[src/sv/iec_pkg.sv]
// Shared types, character codes and decode function for the expression evaluator.
package iec_pkg;

  localparam int VALUE_WIDTH = 32;

  localparam logic [7:0] CHAR_ZERO   = 8'h30;
  localparam logic [7:0] CHAR_NINE   = 8'h39;
  localparam logic [7:0] CHAR_PLUS   = 8'h2B;
  localparam logic [7:0] CHAR_MINUS  = 8'h2D;
  localparam logic [7:0] CHAR_TIMES  = 8'h2A;
  localparam logic [7:0] CHAR_DIVIDE = 8'h2F;
  localparam logic [7:0] CHAR_EQUALS = 8'h3D;

  typedef enum logic [2:0] {
    CH_DIGIT,
    CH_PLUS,
    CH_MINUS,
    CH_TIMES,
    CH_DIVIDE,
    CH_EQUALS,
    CH_OTHER
  } char_class_t;

  typedef enum logic [1:0] {
    MUL_NONE,
    MUL_TIMES,
    MUL_DIVIDE
  } mul_op_t;

  typedef enum logic [2:0] {
    S_IDLE,
    S_CLOSE,
    S_CALC,
    S_APPLY,
    S_EMIT
  } state_t;

  typedef struct packed {
    logic    digit_load;
    logic    num_close_direct;
    logic    term_zero_err;
    logic    mdu_start;
    logic    mdu_op_div;
    logic    term_load_mdu;
    logic    term_close;
    logic    add_op_set;
    logic    add_op_val;
    logic    mul_op_load;
    mul_op_t mul_op_val;
    logic    out_load;
    logic    clear;
  } iec_cmd_t;

  typedef struct packed {
    mul_op_t mul_op;
    logic    num_zero;
    logic    mdu_busy;
  } iec_sts_t;

  function automatic char_class_t char_class(input logic [7:0] code);
    char_class_t cls;
    if (code >= CHAR_ZERO && code <= CHAR_NINE) begin
      cls = CH_DIGIT;
    end else begin
      unique case (code)
        CHAR_PLUS:   cls = CH_PLUS;
        CHAR_MINUS:  cls = CH_MINUS;
        CHAR_TIMES:  cls = CH_TIMES;
        CHAR_DIVIDE: cls = CH_DIVIDE;
        CHAR_EQUALS: cls = CH_EQUALS;
        default:     cls = CH_OTHER;
      endcase
    end
    return cls;
  endfunction

endpackage

[src/sv/infix_integer_expression_evaluator.sv]
// Top level of the streaming infix integer expression evaluator.
// One ASCII character is taken per input transfer. A digit or an ignored character is taken in
// the idle state. An operator or '=' passes through the close and apply steps; when a '*' or
// '/' is pending, a calc step between them waits for the shared multiply/divide unit, which
// resolves one bit per cycle. A '/' with a zero divisor skips the unit. '=' adds an emit step
// to load the result register, and waits there while an earlier result has not yet been
// transferred.
// Arithmetic wraps at DATA_WIDTH bits; value is the result sign-extended or truncated to
// 32 bits, and is 0 with div_by_zero set when any division had a zero divisor.
module infix_integer_expression_evaluator import iec_pkg::*; #(
  parameter int DATA_WIDTH = 32
) (
  input  logic                          clk,
  input  logic                          rst,
  input  logic                          in_valid,
  output logic                          in_stall,
  input  logic [7:0]                    char_code,
  output logic                          out_valid,
  input  logic                          out_stall,
  output logic signed [VALUE_WIDTH-1:0] value,
  output logic                          div_by_zero
);

  iec_cmd_t cmd;
  iec_sts_t sts;

  iec_ctrl u_ctrl (
    .clk      (clk),
    .rst      (rst),
    .in_valid (in_valid),
    .in_stall (in_stall),
    .char_code(char_code),
    .out_valid(out_valid),
    .out_stall(out_stall),
    .cmd      (cmd),
    .sts      (sts)
  );

  iec_dp #(
    .DATA_WIDTH(DATA_WIDTH)
  ) u_dp (
    .clk        (clk),
    .rst        (rst),
    .char_code  (char_code),
    .cmd        (cmd),
    .sts        (sts),
    .value      (value),
    .div_by_zero(div_by_zero)
  );

endmodule

[src/sv/iec_mdu.sv]
// Shared multiply/divide unit: shift-add multiply and restoring divide, one bit per cycle.
module iec_mdu import iec_pkg::*; #(
  parameter int DATA_WIDTH = 32
) (
  input  logic                  clk,
  input  logic                  rst,
  input  logic                  start,
  input  logic                  op_div,
  input  logic [DATA_WIDTH-1:0] operand_a,
  input  logic [DATA_WIDTH-1:0] operand_b,
  output logic                  busy,
  output logic [DATA_WIDTH-1:0] result
);

  localparam int CntWidth = $clog2(DATA_WIDTH + 1);

  logic [CntWidth-1:0]   cnt;
  logic [DATA_WIDTH-1:0] acc;
  logic [DATA_WIDTH-1:0] opa;
  logic [DATA_WIDTH-1:0] opb;
  logic                  is_div;
  logic                  neg;

  logic [DATA_WIDTH-1:0] mag_a;
  logic [DATA_WIDTH-1:0] mag_b;
  logic [DATA_WIDTH:0]   rem_sh;
  logic [DATA_WIDTH:0]   diff;
  logic                  diff_ok;

  // Magnitudes fit in DATA_WIDTH bits as unsigned, including the most negative value.
  assign mag_a   = operand_a[DATA_WIDTH-1] ? (~operand_a + 1'b1) : operand_a;
  assign mag_b   = operand_b[DATA_WIDTH-1] ? (~operand_b + 1'b1) : operand_b;
  assign rem_sh  = {acc, opa[DATA_WIDTH-1]};
  assign diff    = rem_sh - {1'b0, opb};
  assign diff_ok = ~diff[DATA_WIDTH];

  assign busy   = (cnt != '0);
  assign result = is_div ? (neg ? (~opa + 1'b1) : opa) : acc;

  always_ff @(posedge clk) begin
    if (rst) begin
      cnt <= '0;
    end else if (start) begin
      cnt <= CntWidth'(DATA_WIDTH);
    end else if (busy) begin
      cnt <= cnt - 1'b1;
    end
  end

  always_ff @(posedge clk) begin
    if (start) begin
      is_div <= op_div;
      acc    <= '0;
      if (op_div) begin
        opa <= mag_a;
        opb <= mag_b;
        neg <= operand_a[DATA_WIDTH-1] ^ operand_b[DATA_WIDTH-1];
      end else begin
        opa <= operand_a;
        opb <= operand_b;
        neg <= 1'b0;
      end
    end else if (busy) begin
      if (is_div) begin
        // The quotient bits shift into opa as the dividend bits shift out.
        acc <= diff_ok ? diff[DATA_WIDTH-1:0] : rem_sh[DATA_WIDTH-1:0];
        opa <= {opa[DATA_WIDTH-2:0], diff_ok};
      end else begin
        if (opb[0]) begin
          acc <= acc + opa;
        end
        opa <= {opa[DATA_WIDTH-2:0], 1'b0};
        opb <= {1'b0, opb[DATA_WIDTH-1:1]};
      end
    end
  end

endmodule

[src/sv/iec_dp.sv]
// Datapath: number, term and sum registers, the multiply/divide unit and the result register.
module iec_dp import iec_pkg::*; #(
  parameter int DATA_WIDTH = 32
) (
  input  logic                          clk,
  input  logic                          rst,
  input  logic [7:0]                    char_code,
  input  iec_cmd_t                      cmd,
  output iec_sts_t                      sts,
  output logic signed [VALUE_WIDTH-1:0] value,
  output logic                          div_by_zero
);

  logic [DATA_WIDTH-1:0]  running_sum;
  logic [DATA_WIDTH-1:0]  running_term;
  logic [DATA_WIDTH-1:0]  current_number;
  logic                   additive_op;
  mul_op_t                multiplicative_op;
  logic                   error_seen;

  logic [3:0]             digit_val;
  logic [DATA_WIDTH-1:0]  number_next;
  logic [DATA_WIDTH-1:0]  sum_next;
  logic [DATA_WIDTH-1:0]  mdu_result;
  logic                   mdu_busy;
  logic [VALUE_WIDTH-1:0] sum_ext;

  assign digit_val   = 4'(char_code - CHAR_ZERO);
  assign number_next = {current_number[DATA_WIDTH-4:0], 3'b000}
                     + {current_number[DATA_WIDTH-2:0], 1'b0}
                     + DATA_WIDTH'(digit_val);
  assign sum_next    = additive_op ? (running_sum - running_term)
                                   : (running_sum + running_term);

  generate
    if (DATA_WIDTH >= VALUE_WIDTH) begin : g_trunc
      assign sum_ext = running_sum[VALUE_WIDTH-1:0];
    end else begin : g_sext
      assign sum_ext = {{(VALUE_WIDTH - DATA_WIDTH){running_sum[DATA_WIDTH-1]}}, running_sum};
    end
  endgenerate

  iec_mdu #(
    .DATA_WIDTH(DATA_WIDTH)
  ) u_mdu (
    .clk      (clk),
    .rst      (rst),
    .start    (cmd.mdu_start),
    .op_div   (cmd.mdu_op_div),
    .operand_a(running_term),
    .operand_b(current_number),
    .busy     (mdu_busy),
    .result   (mdu_result)
  );

  assign sts.mul_op   = multiplicative_op;
  assign sts.num_zero = (current_number == '0);
  assign sts.mdu_busy = mdu_busy;

  always_ff @(posedge clk) begin
    if (rst || cmd.clear) begin
      running_sum       <= '0;
      running_term      <= '0;
      current_number    <= '0;
      additive_op       <= 1'b0;
      multiplicative_op <= MUL_NONE;
      error_seen        <= 1'b0;
    end else begin
      if (cmd.digit_load) begin
        current_number <= number_next;
      end
      if (cmd.num_close_direct) begin
        running_term   <= current_number;
        current_number <= '0;
      end
      if (cmd.term_zero_err) begin
        running_term   <= '0;
        current_number <= '0;
        error_seen     <= 1'b1;
      end
      if (cmd.term_load_mdu) begin
        running_term   <= mdu_result;
        current_number <= '0;
      end
      if (cmd.term_close) begin
        running_sum       <= sum_next;
        running_term      <= '0;
        multiplicative_op <= MUL_NONE;
      end
      if (cmd.add_op_set) begin
        additive_op <= cmd.add_op_val;
      end
      if (cmd.mul_op_load) begin
        multiplicative_op <= cmd.mul_op_val;
      end
    end
  end

  // The result register is loaded before the clear takes effect.
  always_ff @(posedge clk) begin
    if (cmd.out_load) begin
      value       <= error_seen ? '0 : sum_ext;
      div_by_zero <= error_seen;
    end
  end

endmodule

[src/sv/iec_ctrl.sv]
// Controller state machine: decodes characters and sequences the datapath.
module iec_ctrl import iec_pkg::*; (
  input  logic       clk,
  input  logic       rst,
  input  logic       in_valid,
  output logic       in_stall,
  input  logic [7:0] char_code,
  output logic       out_valid,
  input  logic       out_stall,
  output iec_cmd_t   cmd,
  input  iec_sts_t   sts
);

  state_t      state;
  state_t      state_next;
  char_class_t pend;
  char_class_t in_class;
  logic        in_xfer;
  logic        out_free;

  assign in_class = char_class(char_code);
  assign in_stall = (state != S_IDLE);
  assign in_xfer  = in_valid && !in_stall;
  assign out_free = !out_valid || !out_stall;

  always_ff @(posedge clk) begin
    if (rst) begin
      state     <= S_IDLE;
      out_valid <= 1'b0;
    end else begin
      state     <= state_next;
      out_valid <= cmd.out_load || (out_valid && out_stall);
    end
  end

  always_ff @(posedge clk) begin
    if (in_xfer) begin
      pend <= in_class;
    end
  end

  always_comb begin
    state_next = state;
    unique case (state)
      S_IDLE: begin
        if (in_xfer && in_class != CH_DIGIT && in_class != CH_OTHER) begin
          state_next = S_CLOSE;
        end
      end
      S_CLOSE: begin
        if (sts.mul_op == MUL_NONE ||
            (sts.mul_op == MUL_DIVIDE && sts.num_zero)) begin
          state_next = S_APPLY;
        end else begin
          state_next = S_CALC;
        end
      end
      S_CALC: begin
        if (!sts.mdu_busy) begin
          state_next = S_APPLY;
        end
      end
      S_APPLY: begin
        state_next = (pend == CH_EQUALS) ? S_EMIT : S_IDLE;
      end
      S_EMIT: begin
        if (out_free) begin
          state_next = S_IDLE;
        end
      end
      default: state_next = S_IDLE;
    endcase
  end

  always_comb begin
    cmd = '0;
    cmd.mul_op_val = MUL_NONE;
    unique case (state)
      S_IDLE: begin
        cmd.digit_load = in_xfer && (in_class == CH_DIGIT);
      end
      S_CLOSE: begin
        if (sts.mul_op == MUL_NONE) begin
          cmd.num_close_direct = 1'b1;
        end else if (sts.mul_op == MUL_DIVIDE && sts.num_zero) begin
          cmd.term_zero_err = 1'b1;
        end else begin
          cmd.mdu_start  = 1'b1;
          cmd.mdu_op_div = (sts.mul_op == MUL_DIVIDE);
        end
      end
      S_CALC: begin
        cmd.term_load_mdu = !sts.mdu_busy;
      end
      S_APPLY: begin
        case (pend) inside
          CH_PLUS, CH_MINUS: begin
            cmd.term_close = 1'b1;
            cmd.add_op_set = 1'b1;
            cmd.add_op_val = (pend == CH_MINUS);
          end
          CH_TIMES: begin
            cmd.mul_op_load = 1'b1;
            cmd.mul_op_val  = MUL_TIMES;
          end
          CH_DIVIDE: begin
            cmd.mul_op_load = 1'b1;
            cmd.mul_op_val  = MUL_DIVIDE;
          end
          CH_EQUALS: begin
            cmd.term_close = 1'b1;
          end
          default: begin
          end
        endcase
      end
      S_EMIT: begin
        cmd.out_load = out_free;
        cmd.clear    = out_free;
      end
      default: begin
      end
    endcase
  end

  // A started operation must keep the unit busy on the following cycle.
  assert property (@(posedge clk) disable iff (rst) cmd.mdu_start |=> sts.mdu_busy)
    else $error("multiply/divide unit not busy after start");

  // A new result never overwrites one that is still waiting for its transfer.
  assert property (@(posedge clk) disable iff (rst)
                   cmd.out_load |-> (!out_valid || !out_stall))
    else $error("result register overwritten while stalled");

  // An accepted '=' always leads into the close step.
  assert property (@(posedge clk) disable iff (rst)
                   (in_xfer && in_class == CH_EQUALS) |=> (state == S_CLOSE))
    else $error("terminator not followed by close step");

  // The datapath is cleared only together with a result load.
  assert property (@(posedge clk) disable iff (rst) cmd.clear |-> cmd.out_load)
    else $error("state cleared without a result");

endmodule
[config.mk]
export PLATFORM = sky130hd
export DESIGN_NAME = infix_integer_expression_evaluator
export DESIGN_NICKNAME = d
export VERILOG_FILES = /design/src/sv/iec_pkg.sv /design/src/sv/infix_integer_expression_evaluator.sv /design/src/sv/iec_mdu.sv /design/src/sv/iec_dp.sv /design/src/sv/iec_ctrl.sv
export SDC_FILE = /design/constraint.sdc
export NUM_CORES = 1
export LEC_CHECK = 0
export BUFFER_PORTS_ARGS = -buffer_cell sky130_fd_sc_hd__buf_4
export CAP_MARGIN = 25
export CORE_MARGIN = 2
export CORE_UTILIZATION = 40
export CTS_BUF_LIST = sky130_fd_sc_hd__clkbuf_4
export DETAILED_ROUTE_END_ITERATION = 16
export PLACE_DENSITY_LB_ADDON = 0.12
export SYNTH_ARGS = -nofsm -noshare
export SYNTH_HDL_FRONTEND = slang
export SYNTH_SLANG_ARGS = --single-unit
[constraint.sdc]
create_clock -name clk -period 7.15 [get_ports clk]
set_input_delay 0.3575 -clock clk [delete_from_list [all_inputs] [get_ports clk]]
set_output_delay 0.3575 -clock clk [all_outputs]
set_load 0.01 [all_outputs]
==> results.md, run 1 <==
- Setup Skew: 0.0487 ns
- R2r worst-path depth: 20
- Gpl congestion: 0.882
- Post-synthesis sequential area ratio: ~30%
- CP Capture Type: register
- DIE AREA: 50700 um2
- Final total power: 8.64 mW
- Router iterations before antenna repair: 6
- Setup violations, final: 0
- Site Rows: a little over 80
- Min Tclk post-route: slightly above 5 ns
- Unique cell type count in the Yosys netlist: 92
- Routed len/inst: 19.3 um
- Critical R2R Launch: u_dp.running_term[0]
- Post-route cell area: 21600 um2
- Die Ht: about 230 um
- PortBufs: 46
- GR Layer Usage met1: between 30 and 40%
- GRT Max-Usage Layer: met2
- Most used cell along the critical path: o21ai_0
- Final hold viol count: 0
- Critical-path cell list: inv_1 > ha_1 > or3b_2 > nor4_4 > nand2_1 > or3_1 > nor4_1 > nor2_1 > xnor2_1 > ha_1 > nand4_1 > nor2_1 > and3_1 > o211a_1 > o21ai_0 > o21ai_0 > a221o_1 > a21oi_1 > o21ai_0 > mux2_2
- Combinational power share: 57.0%
- Post-Synth Simple-Gate Area: 19.7%
- DRC: 0
- CP max FO: 6
- Worst setup endpoint: u_dp.running_sum[31]
- EDFF count, synth: slightly above 100
- # fillers: ~5000
- Initial antenna violation count: 3
- CTS sink cnt: 244
- Share of layout cells above drive strength 1: 10.6%
- Placed cell area: 20500 um2
- Synth top area cells: edfxtp_1, dfxtp_1, ha_1
- H-tree depth: 3
- CTS buffer count: 75
- Worst hold margin: 0.0801 ns
- FF+latch area: 5910 um2
- RR Endpoint: u_dp.running_sum[31]
- Routed via count: 17900
- Final wirelength: about 60000 um
- Net Switching: 4.03 mW
- Max incr delay on CP: 0.52 ns
- Gates resized, CTS repair: 0
- Core footprint: ~49000 um2
- Max Root-Sink Buffers: 3
- Vias/cell: 5.70
- Max-cap violations: 0
- Post-synthesis adder-cell area fraction: 10.5%
- Worst-margin pin slew: ~1.0 ns
- Clock transition at path regs: 0.07 ns
- Final period util: a little under three quarters
- Detailed Route Iter0 Violations: between 1000 and 1500
- Net Sw Frac: 46.6%
- CTS tree: yes
- GRT met3 Usage: 3.79%
- Register share of total power: 26.4%
- Clock Root Buffer: clkbuf_4
- Post-Synthesis Cells: 2407
- Total gr overflow: 0
- First-pass GRT wire length: 95500 um
- Clk Latency, worst-skew pair: 0.81 ns
- WP data required: 7.83 ns
- Vias in the first global route: 17100
- Post-synth ARST share: 0%
- Compound-cell area share of the yosys netlist: 23.1%
- Final slew viol count: 0
- HPWL Detailed: 45800 um
- CP Class: reg2reg
- Worst IR drop on VDD: 0.000157 V
- Fin nets: 2623
- Area share of the largest cell type after synthesis: 15.6%
- Worst hold path class: in2reg
- Final ANT Viol Nets: 0
- Overall global routing resource usage: approximately a quarter
- Starting density of the core: 40.2%
- Synth Register Bits: 244
- Syn avg cell area: roughly 8.1 um2
- XOR/XNOR Fraction of Synth Area: 10.0%
- Mapped Area: a little under 20000 um2
- Unrepaired setup endpoints after global routing: no
- Largest net degree at the start of global routing: 74
- Setup TNS: 0 ns
- Clock Power Share: 16.6%
- Power per cell area: around 400 nW/um2
- Synth area leader: edfxtp_1
- LEAKAGE: 8.91 nW
- Top FF cell, synth: dfxtp_1
- Relative slew slack: roughly a third
- Internal power: 4.61 mW
- Worst Setup SP: u_dp.running_term[0]
- Met2 Track Usage GR: between 30 and 40%
- Multi-input gate area: 12800 um2
- Arrival time at the worst endpoint: 5.80 ns
- Status: finished clean
- I/O Pins: 47
- Post-synthesis mux area share: slightly below 2%
- Post-synth net total: 2581
- R2r setup slk: 2.03 ns
- Largest family of logic cells by synthesized area: compound AO/OA/AOI/OAI gates
- Area Overhead vs Synth: 10.1%
- Die width: 225 um
- Synth warn: 0
- Highest Clock Rate: a little under 0.2 GHz
- Startpoint Class: register
- Crit path max-delay cell type: or3b_2
## registers in the layout, summed over array words and instances, names as in the netlist, 2 cells and up
signal and flops:
u_dp.current_number 32, u_dp.running_sum 32, u_dp.running_term 32, u_dp.u_mdu.acc 32, u_dp.u_mdu.opa 32, u_dp.u_mdu.opb 32
u_dp.value 32, u_dp.u_mdu.cnt 6, u_ctrl.pend 3, u_ctrl.state 3, u_dp.multiplicative_op 2
## worst max-delay path: cells and delay by family, from the launching register on
kind / cells / cell delay (ns)
compound gates: 6 / 1.23
xor+xnor: 1 / 0.14
fa+ha+maj: 2 / 0.58
buf+inv: 1 / 0.11
flops: 1 / 0.34
mux: 1 / 0.35
simple gates: 9 / 2.26
## stage by stage
step / setup WS (ns) / utilization [%] / std cells
floorplan: 2.71 / - / 2407
global placement: 2.21 / 41.9 / 2980
detailed placement: 2.07 / 42.0 / 2983
CTS: 2.08 / 44.2 / 3129
global route: 1.57 / 44.3 / 3134
finish: 2.03 / 44.3 / 3134
## routing by layer
metal / up-vias / share of wire [%]
met3: 110 / 4.6
met2: 408 / 46
met4: 0 / 2.7
met5: - / 0
li1: 8839 / -
met1: 8503 / 47
## cells by family (layout without fill, tap and decap cells)
logic type               Yosys count  after routing
AND/OR/NAND/NOR                  806            806
multiplexers                      37             37
AO/OA/AOI/OAI                    729            729
adder cells (fa/ha/maj)          162            162
other                              0              3
buffers and inverters            206            308
XOR/XNOR                         223            223
flip-flops                       244            244
## repair_timing
item | 4_1_cts | 5_1_grt
hold endpoints to repair | 18 | 0
hold buffers | 9 | 0
setup buffers | 0 | 0
endpoints found under the setup margin | 0 | 0
## area by class of cell
type                            count  share of cell area, %
Antenna cell                        3                 0.0348
Clock buffer                      117                   4.08
Clock inverter                     20                  0.476
Inverter                           81                   1.41
Multi-Input combinational cell   1957                   59.5
Sequential cell                   244                   27.4
Tap cell                          622                   3.61
Timing Repair Buffer               90                   3.45
## cell usage in the layout, fill, tap and decap left out, types with 80 or more instances in the layout
cell type and n:
nand2_1 265, nor2_1 238, a21oi_1 229, o21ai_0 198, ha_1 157, xnor2_1 142
dfxtp_1 142, clkbuf_4 117, edfxtp_1 102, xor2_1 80
## power by group through the flow
stage | clock [mW] | combinational [mW] | sequential, mW
floorplan | 0 | 3.82 | 2.10
global placement | 0 | 4.81 | 2.31
detailed placement | 0 | 4.84 | 2.31
CTS | 1.48 | 4.88 | 2.28
global route | 1.56 | 5.46 | 2.32
finish | 1.43 | 4.92 | 2.28
## Yosys cell counts, types with 15 or more instances
cell type	instances
a211oi_1	68
buf_2	18
a21o_1	49
nor2b_1	51
o21ai_0	200
ha_1	157
inv_1	79
nand2b_1	24
o31ai_1	18
edfxtp_1	102
nand2_1	265
a21oi_1	230
o211ai_1	18
clkbuf_1	89
nor2_1	238
mux2i_1	22
nand3_1	23
o21a_1	18
dfxtp_1	142
xnor2_1	142
nor3_1	69
a31oi_1	18
or3_1	18
xor2_1	80
nand4_1	22
mux2_2	15
## worst min path at each step
stage | depth (start not counted) | startpoint | slack [ns] | end
after floorplan | 2 | u_dp.running_sum[26] | 0.44 | u_dp.running_sum[26]
after global placement | 2 | u_dp.error_seen | 0.45 | u_dp.error_seen
after detailed placement | 2 | u_dp.error_seen | 0.46 | u_dp.error_seen
after CTS | 3 | char_code[4] | 0.007 | u_ctrl.pend[1]
after global routing | 3 | char_code[4] | 0.03 | u_ctrl.pend[1]
final | 3 | char_code[4] | 0.08 | u_ctrl.pend[1]
Note: power is estimated with default switching activity, not from simulation.
==> run 2, diff against run 1 <==
- clock period: 7.15 -> 4.5 ns (I/O delays scaled with it)
==> results.md, run 2 (same netlist as run 1, synthesis figures left out) <==
- Status: finished with violations
- Failing checks: negative setup slack
- Site Rows: 81 (unchanged)
- Final slew viol count: 0 (unchanged)
- Arrival time at the worst endpoint: 5.21 ns (-0.59 ns)
- Share of layout cells above drive strength 1: 15.0% (+4.4 points)
- R2r setup slk: -0.02 ns (-2.04 ns)
- Largest net degree at the start of global routing: 54 (-27%)
- Highest Clock Rate: 0.221 GHz (+13%)
- Max-cap violations: 0 (unchanged)
- HPWL Detailed: 46300 um (+1.2%)
- CTS buffer count: 75 (unchanged)
- CP Class: reg2reg
- Internal power: 7.92 mW (+72%)
- Setup Skew: 0.108 ns (+0.0595 ns)
- # fillers: 4956 (-0.52%)
- Core footprint: 48600 um2 (unchanged)
- Clock Root Buffer: clkbuf_4
- Max Root-Sink Buffers: 3 (unchanged)
- Min Tclk post-route: 4.52 ns (-0.607 ns)
- Detailed Route Iter0 Violations: 1222 (+15%)
- Non-filler cells, final: 3236 (+3.3%)
- Starting density of the core: 40.2% (unchanged)
- Unrepaired setup endpoints after global routing: yes
- RR Endpoint: u_dp.running_sum[30]
- Critical R2R Launch: u_dp.running_term[1]
- Total gr overflow: 0 (unchanged)
- Combinational power share: 58.2% (+1.2 points)
- PortBufs: 46 (unchanged)
- Worst hold path class: in2reg
- Most frequent cells in the layout: nand2_1, nor2_1, a21oi_1
- Relative slew slack: 35.8% (+2.7 points)
- Clk Latency, worst-skew pair: 0.84 ns (+0.03 ns)
- DRC: 0 (unchanged)
- Worst hold margin: 0.198 ns (+0.118 ns)
- Worst Hold End: u_ctrl.state[0]
- Gpl congestion: 0.886 (+0.39%)
- Net Switching: 6.41 mW (+59%)
- Power per cell area: 635 nW/um2 (+58%)
- CTS tree: yes
- Worst-margin pin slew: 0.961 ns (-0.0411 ns)
- Final wirelength: 60900 um (+0.46%)
- CTS sink cnt: 244 (unchanged)
- Startpoint Class: register
- WP data required: 5.20 ns (-2.63 ns)
- FF+latch area: 5910 um2 (about the same)
- LEAKAGE: 9.49 nW (+6.5%)
- Setup violations, final: 1 (+1)
- Max layer used: met5
- Die width: 225 um (unchanged)
- Vias in the first global route: 17600 (+2.6%)
- Net Sw Frac: 44.8% (-1.9 points)
- Clock transition at path regs: 0.06 ns (about the same)
- Die Ht: 225 um (unchanged)
- Routed met1 length: 28400 um (about the same)
- Worst hold path depth: 7 (+4)
- Fin nets: 2723 (+3.8%)
- HP Start: char_code[6]
- Area Overhead vs Synth: 15.3%
- Routed len/inst: 18.8 um (-2.7%)
- Register share of total power: 25.0% (-1.4 points)
- Routed wl met3: 2990 um (+7.4%)
- Final ANT Viol Nets: 0 (unchanged)
- Final hold viol count: 0 (unchanged)
- CP Capture Type: register
- Overall global routing resource usage: 24.0% (+0.034 points)
- Dpl cells: 3073 (+3.0%)
- I/O Pins: 47 (unchanged)
- Router iterations before antenna repair: 5 (-1)
- CP max FO: 4 (-2)
- Clock Power Share: 16.8% (+0.2 points)
- Initial antenna violation count: 4 (+1)
- First-pass GRT wire length: 95900 um (+0.41%)
- Commonest non-fill, non-tap cell in the layout: nand2_1
- R2r worst-path depth: 19 (-5.0%)
- Vias/cell: 5.59 (-1.9%)
- Setup ws final: -0.0177 ns (-2.04 ns)
- Metal2 WL: 27900 um (+0.30%)
- Worst IR drop on VDD: 0.000274 V (+75%)
- H-tree depth: 3 (unchanged)
- DIE AREA: 50700 um2 (unchanged)
- Multi-input gate area: 13000 um2 (+1.3%)
- Routed via count: 18100 (+1.3%)
- Final period util: 100% (+29 points)
==> run 2: changes by cell type in the layout (fill, tap and decap cells not counted), sizes merged <==
cell         delta
inv             -1
dlygate4sd3     +5
clkbuf          -4
bufinv          +3
clkinvlp        -2
buf            +95
diode           +3
clkinv          +3
==> run 2: metrics by stage <==
step / TNS (ns) / cell area (um2) / util, % / total power [mW] / setup slack (ns)
floorplan: 0 / 19600 / - / 9.40 / 0.0596
global placement: -0.687 / 21100 / 43.4 / 11.6 / -0.192
detailed placement: -0.857 / 21100 / 43.4 / 11.7 / -0.227
CTS: -0.231 / 22400 / 46.1 / 14.3 / -0.0728
global route: -1.22 / 22600 / 46.4 / 15.5 / -0.281
finish: -0.0177 / 22600 / 46.4 / 14.3 / -0.0177
==> run 2: area by class of cell <==
class / instances / share of cell area (%)
multi-input combinational: 1957 / 57.6
inverter: 81 / 1.35
timing repair buffer: 190 / 6.78
sequential: 244 / 26.2
clock inverter: 23 / 0.837
antenna: 6 / 0.0665
tap: 622 / 3.45
clock buffer: 113 / 3.76
==> run 2: worst max-delay path by stage <==
stage                                 to  depth (start not counted)  slack, ns                  from
finish              u_dp.running_sum[30]                         19      -0.02  u_dp.running_term[1]
global route        u_dp.running_sum[30]                         21      -0.28  u_dp.running_term[1]
CTS                 u_dp.running_sum[30]                         21      -0.07  u_dp.running_term[1]
detailed placement  u_dp.running_sum[31]                         22      -0.23  u_dp.running_term[0]
global placement    u_dp.running_sum[31]                         22      -0.19  u_dp.running_term[0]
floorplan           u_dp.running_sum[30]                         18       0.06  u_dp.running_term[0]
==> run 2: worst max-delay path: stages, from the launching register on <==
cell and delay, ns:
dfxtp_2 0.33, buf_4 0.13, or4_4 0.53, nor4_4 0.19, nand2_1 0.12, or3_4 0.39
nor3_2 0.15, nor2_1 0.07, xnor2_1 0.14, ha_1 0.33, a21o_1 0.17, a21oi_1 0.19
o21ai_0 0.10, a21o_1 0.20, a311oi_4 0.34, o31ai_2 0.10, or4_1 0.40, a31oi_1 0.21
xnor2_1 0.10, a22o_1 0.19
==> run 2: power groups by stage <==
stage / registers [mW] / clock network, mW / logic, mW
2_1_floorplan: 3.34 / 0 / 6.07
3_3_place_gp: 3.61 / 0 / 8.03
3_5_place_dp: 3.62 / 0 / 8.09
4_1_cts: 3.58 / 2.49 / 8.23
5_1_grt: 3.64 / 2.60 / 9.26
6_report: 3.58 / 2.41 / 8.34
==> run 2: per-layer routing <==
layer	vias up	GRT usage, %
li1	9043	-
met1	8559	32.4
met2	400	39.0
met3	94	4.37
met4	2	7.31
met5	-	0
==> run 2: repair_timing <==
item | in CTS | in global routing
hold buffers | 14 | 0
cloned | 0 | 0
endpoints found under the setup margin | 7 | 9
setup buffers | 3 | 3
resized for setup | 32 | 18
pin swaps | 15 | 17
endpoints found under the hold margin | 32 | 0
==> run 3, diff against run 2 <==
- CAP_MARGIN: 25 -> 10
- CTS_BUF_LIST: sky130_fd_sc_hd__clkbuf_4 -> sky130_fd_sc_hd__clkbuf_8
==> results.md, run 3 (same netlist as run 1, synthesis figures left out) <==
- Min Tclk post-route: 4.47 ns (-0.0467 ns)
- Die width: 225 um (unchanged)
- Vias in the first global route: 17400 (-0.83%)
- # fillers: 4939 (-0.34%)
- Starting density of the core: 40.2% (unchanged)
- Total gr overflow: 0 (unchanged)
- CP Class: reg2reg
- Final period util: 99.4% (-1.0 points)
- Final slew viol count: 0 (unchanged)
- Area Overhead vs Synth: 14.1%
- First-pass GRT wire length: 95400 um (-0.55%)
- Worst-margin pin slew: 1.10 ns (+0.136 ns)
- Combinational power share: 58.8% (+0.6 points)
- Setup violations, final: 0 (-1)
- Final Util: 45.9% (-0.50 points)
- Clock Power Share: 15.8% (-1.0 points)
- Initial antenna violation count: 2 (-2)
- CTS tree: yes
- Site Rows: 81 (unchanged)
- DIE AREA: 50700 um2 (unchanged)
- Register share of total power: 25.4% (+0.4 points)
- Die Ht: 225 um (unchanged)
- Max-cap violations: 0 (unchanged)
- Max layer used: met4
- Clock transition at path regs: 0.06 ns (about the same)
- Net Switching: 6.35 mW (-0.94%)
- Commonest non-fill, non-tap cell in the layout: nand2_1
- Final wirelength: 60600 um (-0.52%)
- Arrival time at the worst endpoint: 4.99 ns (-0.22 ns)
- Relative slew slack: 26.9% (-8.9 points)
- Overall global routing resource usage: 23.8% (-0.19 points)
- LEAKAGE: 9.38 nW (-1.1%)
- H-tree depth: 2 (-1)
- Net Sw Frac: 45.0% (+0.20 points)
- CTS sink cnt: 244 (unchanged)
- Vias/cell: 5.67 (+1.3%)
- Unrepaired setup endpoints after global routing: yes
- Highest Clock Rate: 0.224 GHz (+1.0%)
- HPWL Detailed: 46200 um (-0.23%)
- Router iterations before antenna repair: 8 (+3)
- Fin nets: 2685 (-1.4%)
- Startpoint Class: register
- DRC: 0 (unchanged)
- Gpl congestion: 0.886 (unchanged)
- CTS buffer count: 46 (-39%)
- Setup TNS: 0 ns (+0.0177 ns)
- Status: finished clean
- Final hold viol count: 0 (unchanged)
- Metal2 WL: 27900 um (about the same)
- Clock Root Buffer: clkbuf_8
- Power per cell area: 633 nW/um2 (-0.31%)
- PortBufs: 46 (unchanged)
- Share of layout cells above drive strength 1: 12.6% (-2.4 points)
- WP data required: 5.02 ns (-0.18 ns)
- Routed wl met3: 3200 um (+7.3%)
- CP Capture Type: register
- Largest net degree at the start of global routing: 59 (+9.3%)
- Max Root-Sink Buffers: 3 (unchanged)
- Clk Latency, worst-skew pair: 0.66 ns (-0.18 ns)
- Routed len/inst: 19.1 um (+1.5%)
- Most frequent cells in the layout: nand2_1, nor2_1, a21oi_1
- Final total power: 14.1 mW (-1.4%)
- Setup Skew: 0.0608 ns (-0.0474 ns)
- Worst IR drop on VDD: 0.000306 V (+11%)
- I/O Pins: 47 (unchanged)
- Worst hold margin: 0.0713 ns (-0.127 ns)
- Routed via count: 18000 (-0.71%)
- Final ANT Viol Nets: 0 (unchanged)
- Internal power: 7.78 mW (-1.8%)
- Core footprint: 48600 um2 (unchanged)
- Routed met1 length: 27900 um (-1.7%)
- CP max FO: 4 (unchanged)
- Detailed Route Iter0 Violations: 1227 (+0.41%)
- Worst hold path class: in2reg
-- run 3: changes by cell type in the layout (fill, tap and decap cells not counted), sizes merged --
cell,change
clkbuf,-59
inv,+27
clkinv,-18
dlygate4sd3,-7
diode,-5
buf,-2
bufinv,-1
-- run 3: per-stage QoR --
| step | setup WS, ns | cells | cell area (um2) |
|---|---|---|---|
| floorplan | 0.0596 | 2407 | 19600 |
| global placement | -0.192 | 3072 | 21100 |
| detailed placement | -0.234 | 3072 | 21100 |
| CTS | -0.00264 | 3167 | 22300 |
| global route | -0.263 | 3170 | 22300 |
| finish | 0.0290 | 3171 | 22300 |
-- run 3: what timing repair did --
item                                    in CTS  in global routing
pin swaps                                    7                 12
hold buffers                                 7                  0
setup buffers                                3                  3
endpoints found under the hold margin       15                  0
endpoints found under the setup margin       6                  9
resized for setup                           33                 13
-- run 3: layout make-up --
type                            count  area, um2  share of cell area, %
Clock buffer                       54        743                   3.33
Sequential cell                   244       5910                   26.5
Inverter                           81        304                   1.36
Multi-Input combinational cell   1957      13000                   58.2
Timing Repair Buffer              181       1410                   6.31
Clock inverter                     31        190                  0.852
Tap cell                          622        778                   3.49
Antenna cell                        1       2.50                 0.0112
-- run 3: path summary, 6_finish.rpt --
path	depth (start not counted)	slack [ns]	to	start
max	19	0.03	u_dp.running_sum[30]	u_dp.running_term[1]
max reg2reg	19	0.03	u_dp.running_sum[30]	u_dp.running_term[1]
min reg2reg	2	0.48	u_dp.running_sum[21]	u_dp.running_sum[21]
min	3	0.07	u_ctrl.pend[1]	in_valid
-- run 3: critical path, cell delays in order (launching register included) --
cell,delay (ns)
dfxtp_2,0.33
buf_6,0.11
or4_4,0.53
nor4_4,0.25
nand2_1,0.11
or3_4,0.39
nor3_4,0.13
nor2_1,0.07
xnor2_1,0.13
ha_1,0.33
a21o_1,0.18
a21oi_2,0.15
o21ai_1,0.07
a21o_1,0.19
a311oi_4,0.35
o31ai_2,0.11
or4_1,0.41
a31oi_1,0.20
xnor2_1,0.08
a22o_1,0.19
-- run 3: power groups by stage --
stage	combinational, mW	clock (mW)	sequential [mW]
final	8.31	2.24	3.58
after global routing	9.24	2.40	3.64
after CTS	8.23	2.31	3.58
after detailed placement	8.09	0	3.62
after global placement	8.03	0	3.61
after floorplan	6.07	0	3.34
-- run 3: layer usage --
metal | vias to the layer above | global-route usage (%)
met5 | - | 0
met4 | 0 | 7.35
met3 | 89 | 3.95
met2 | 407 | 39.0
met1 | 8537 | 32.1
li1 | 8936 | -
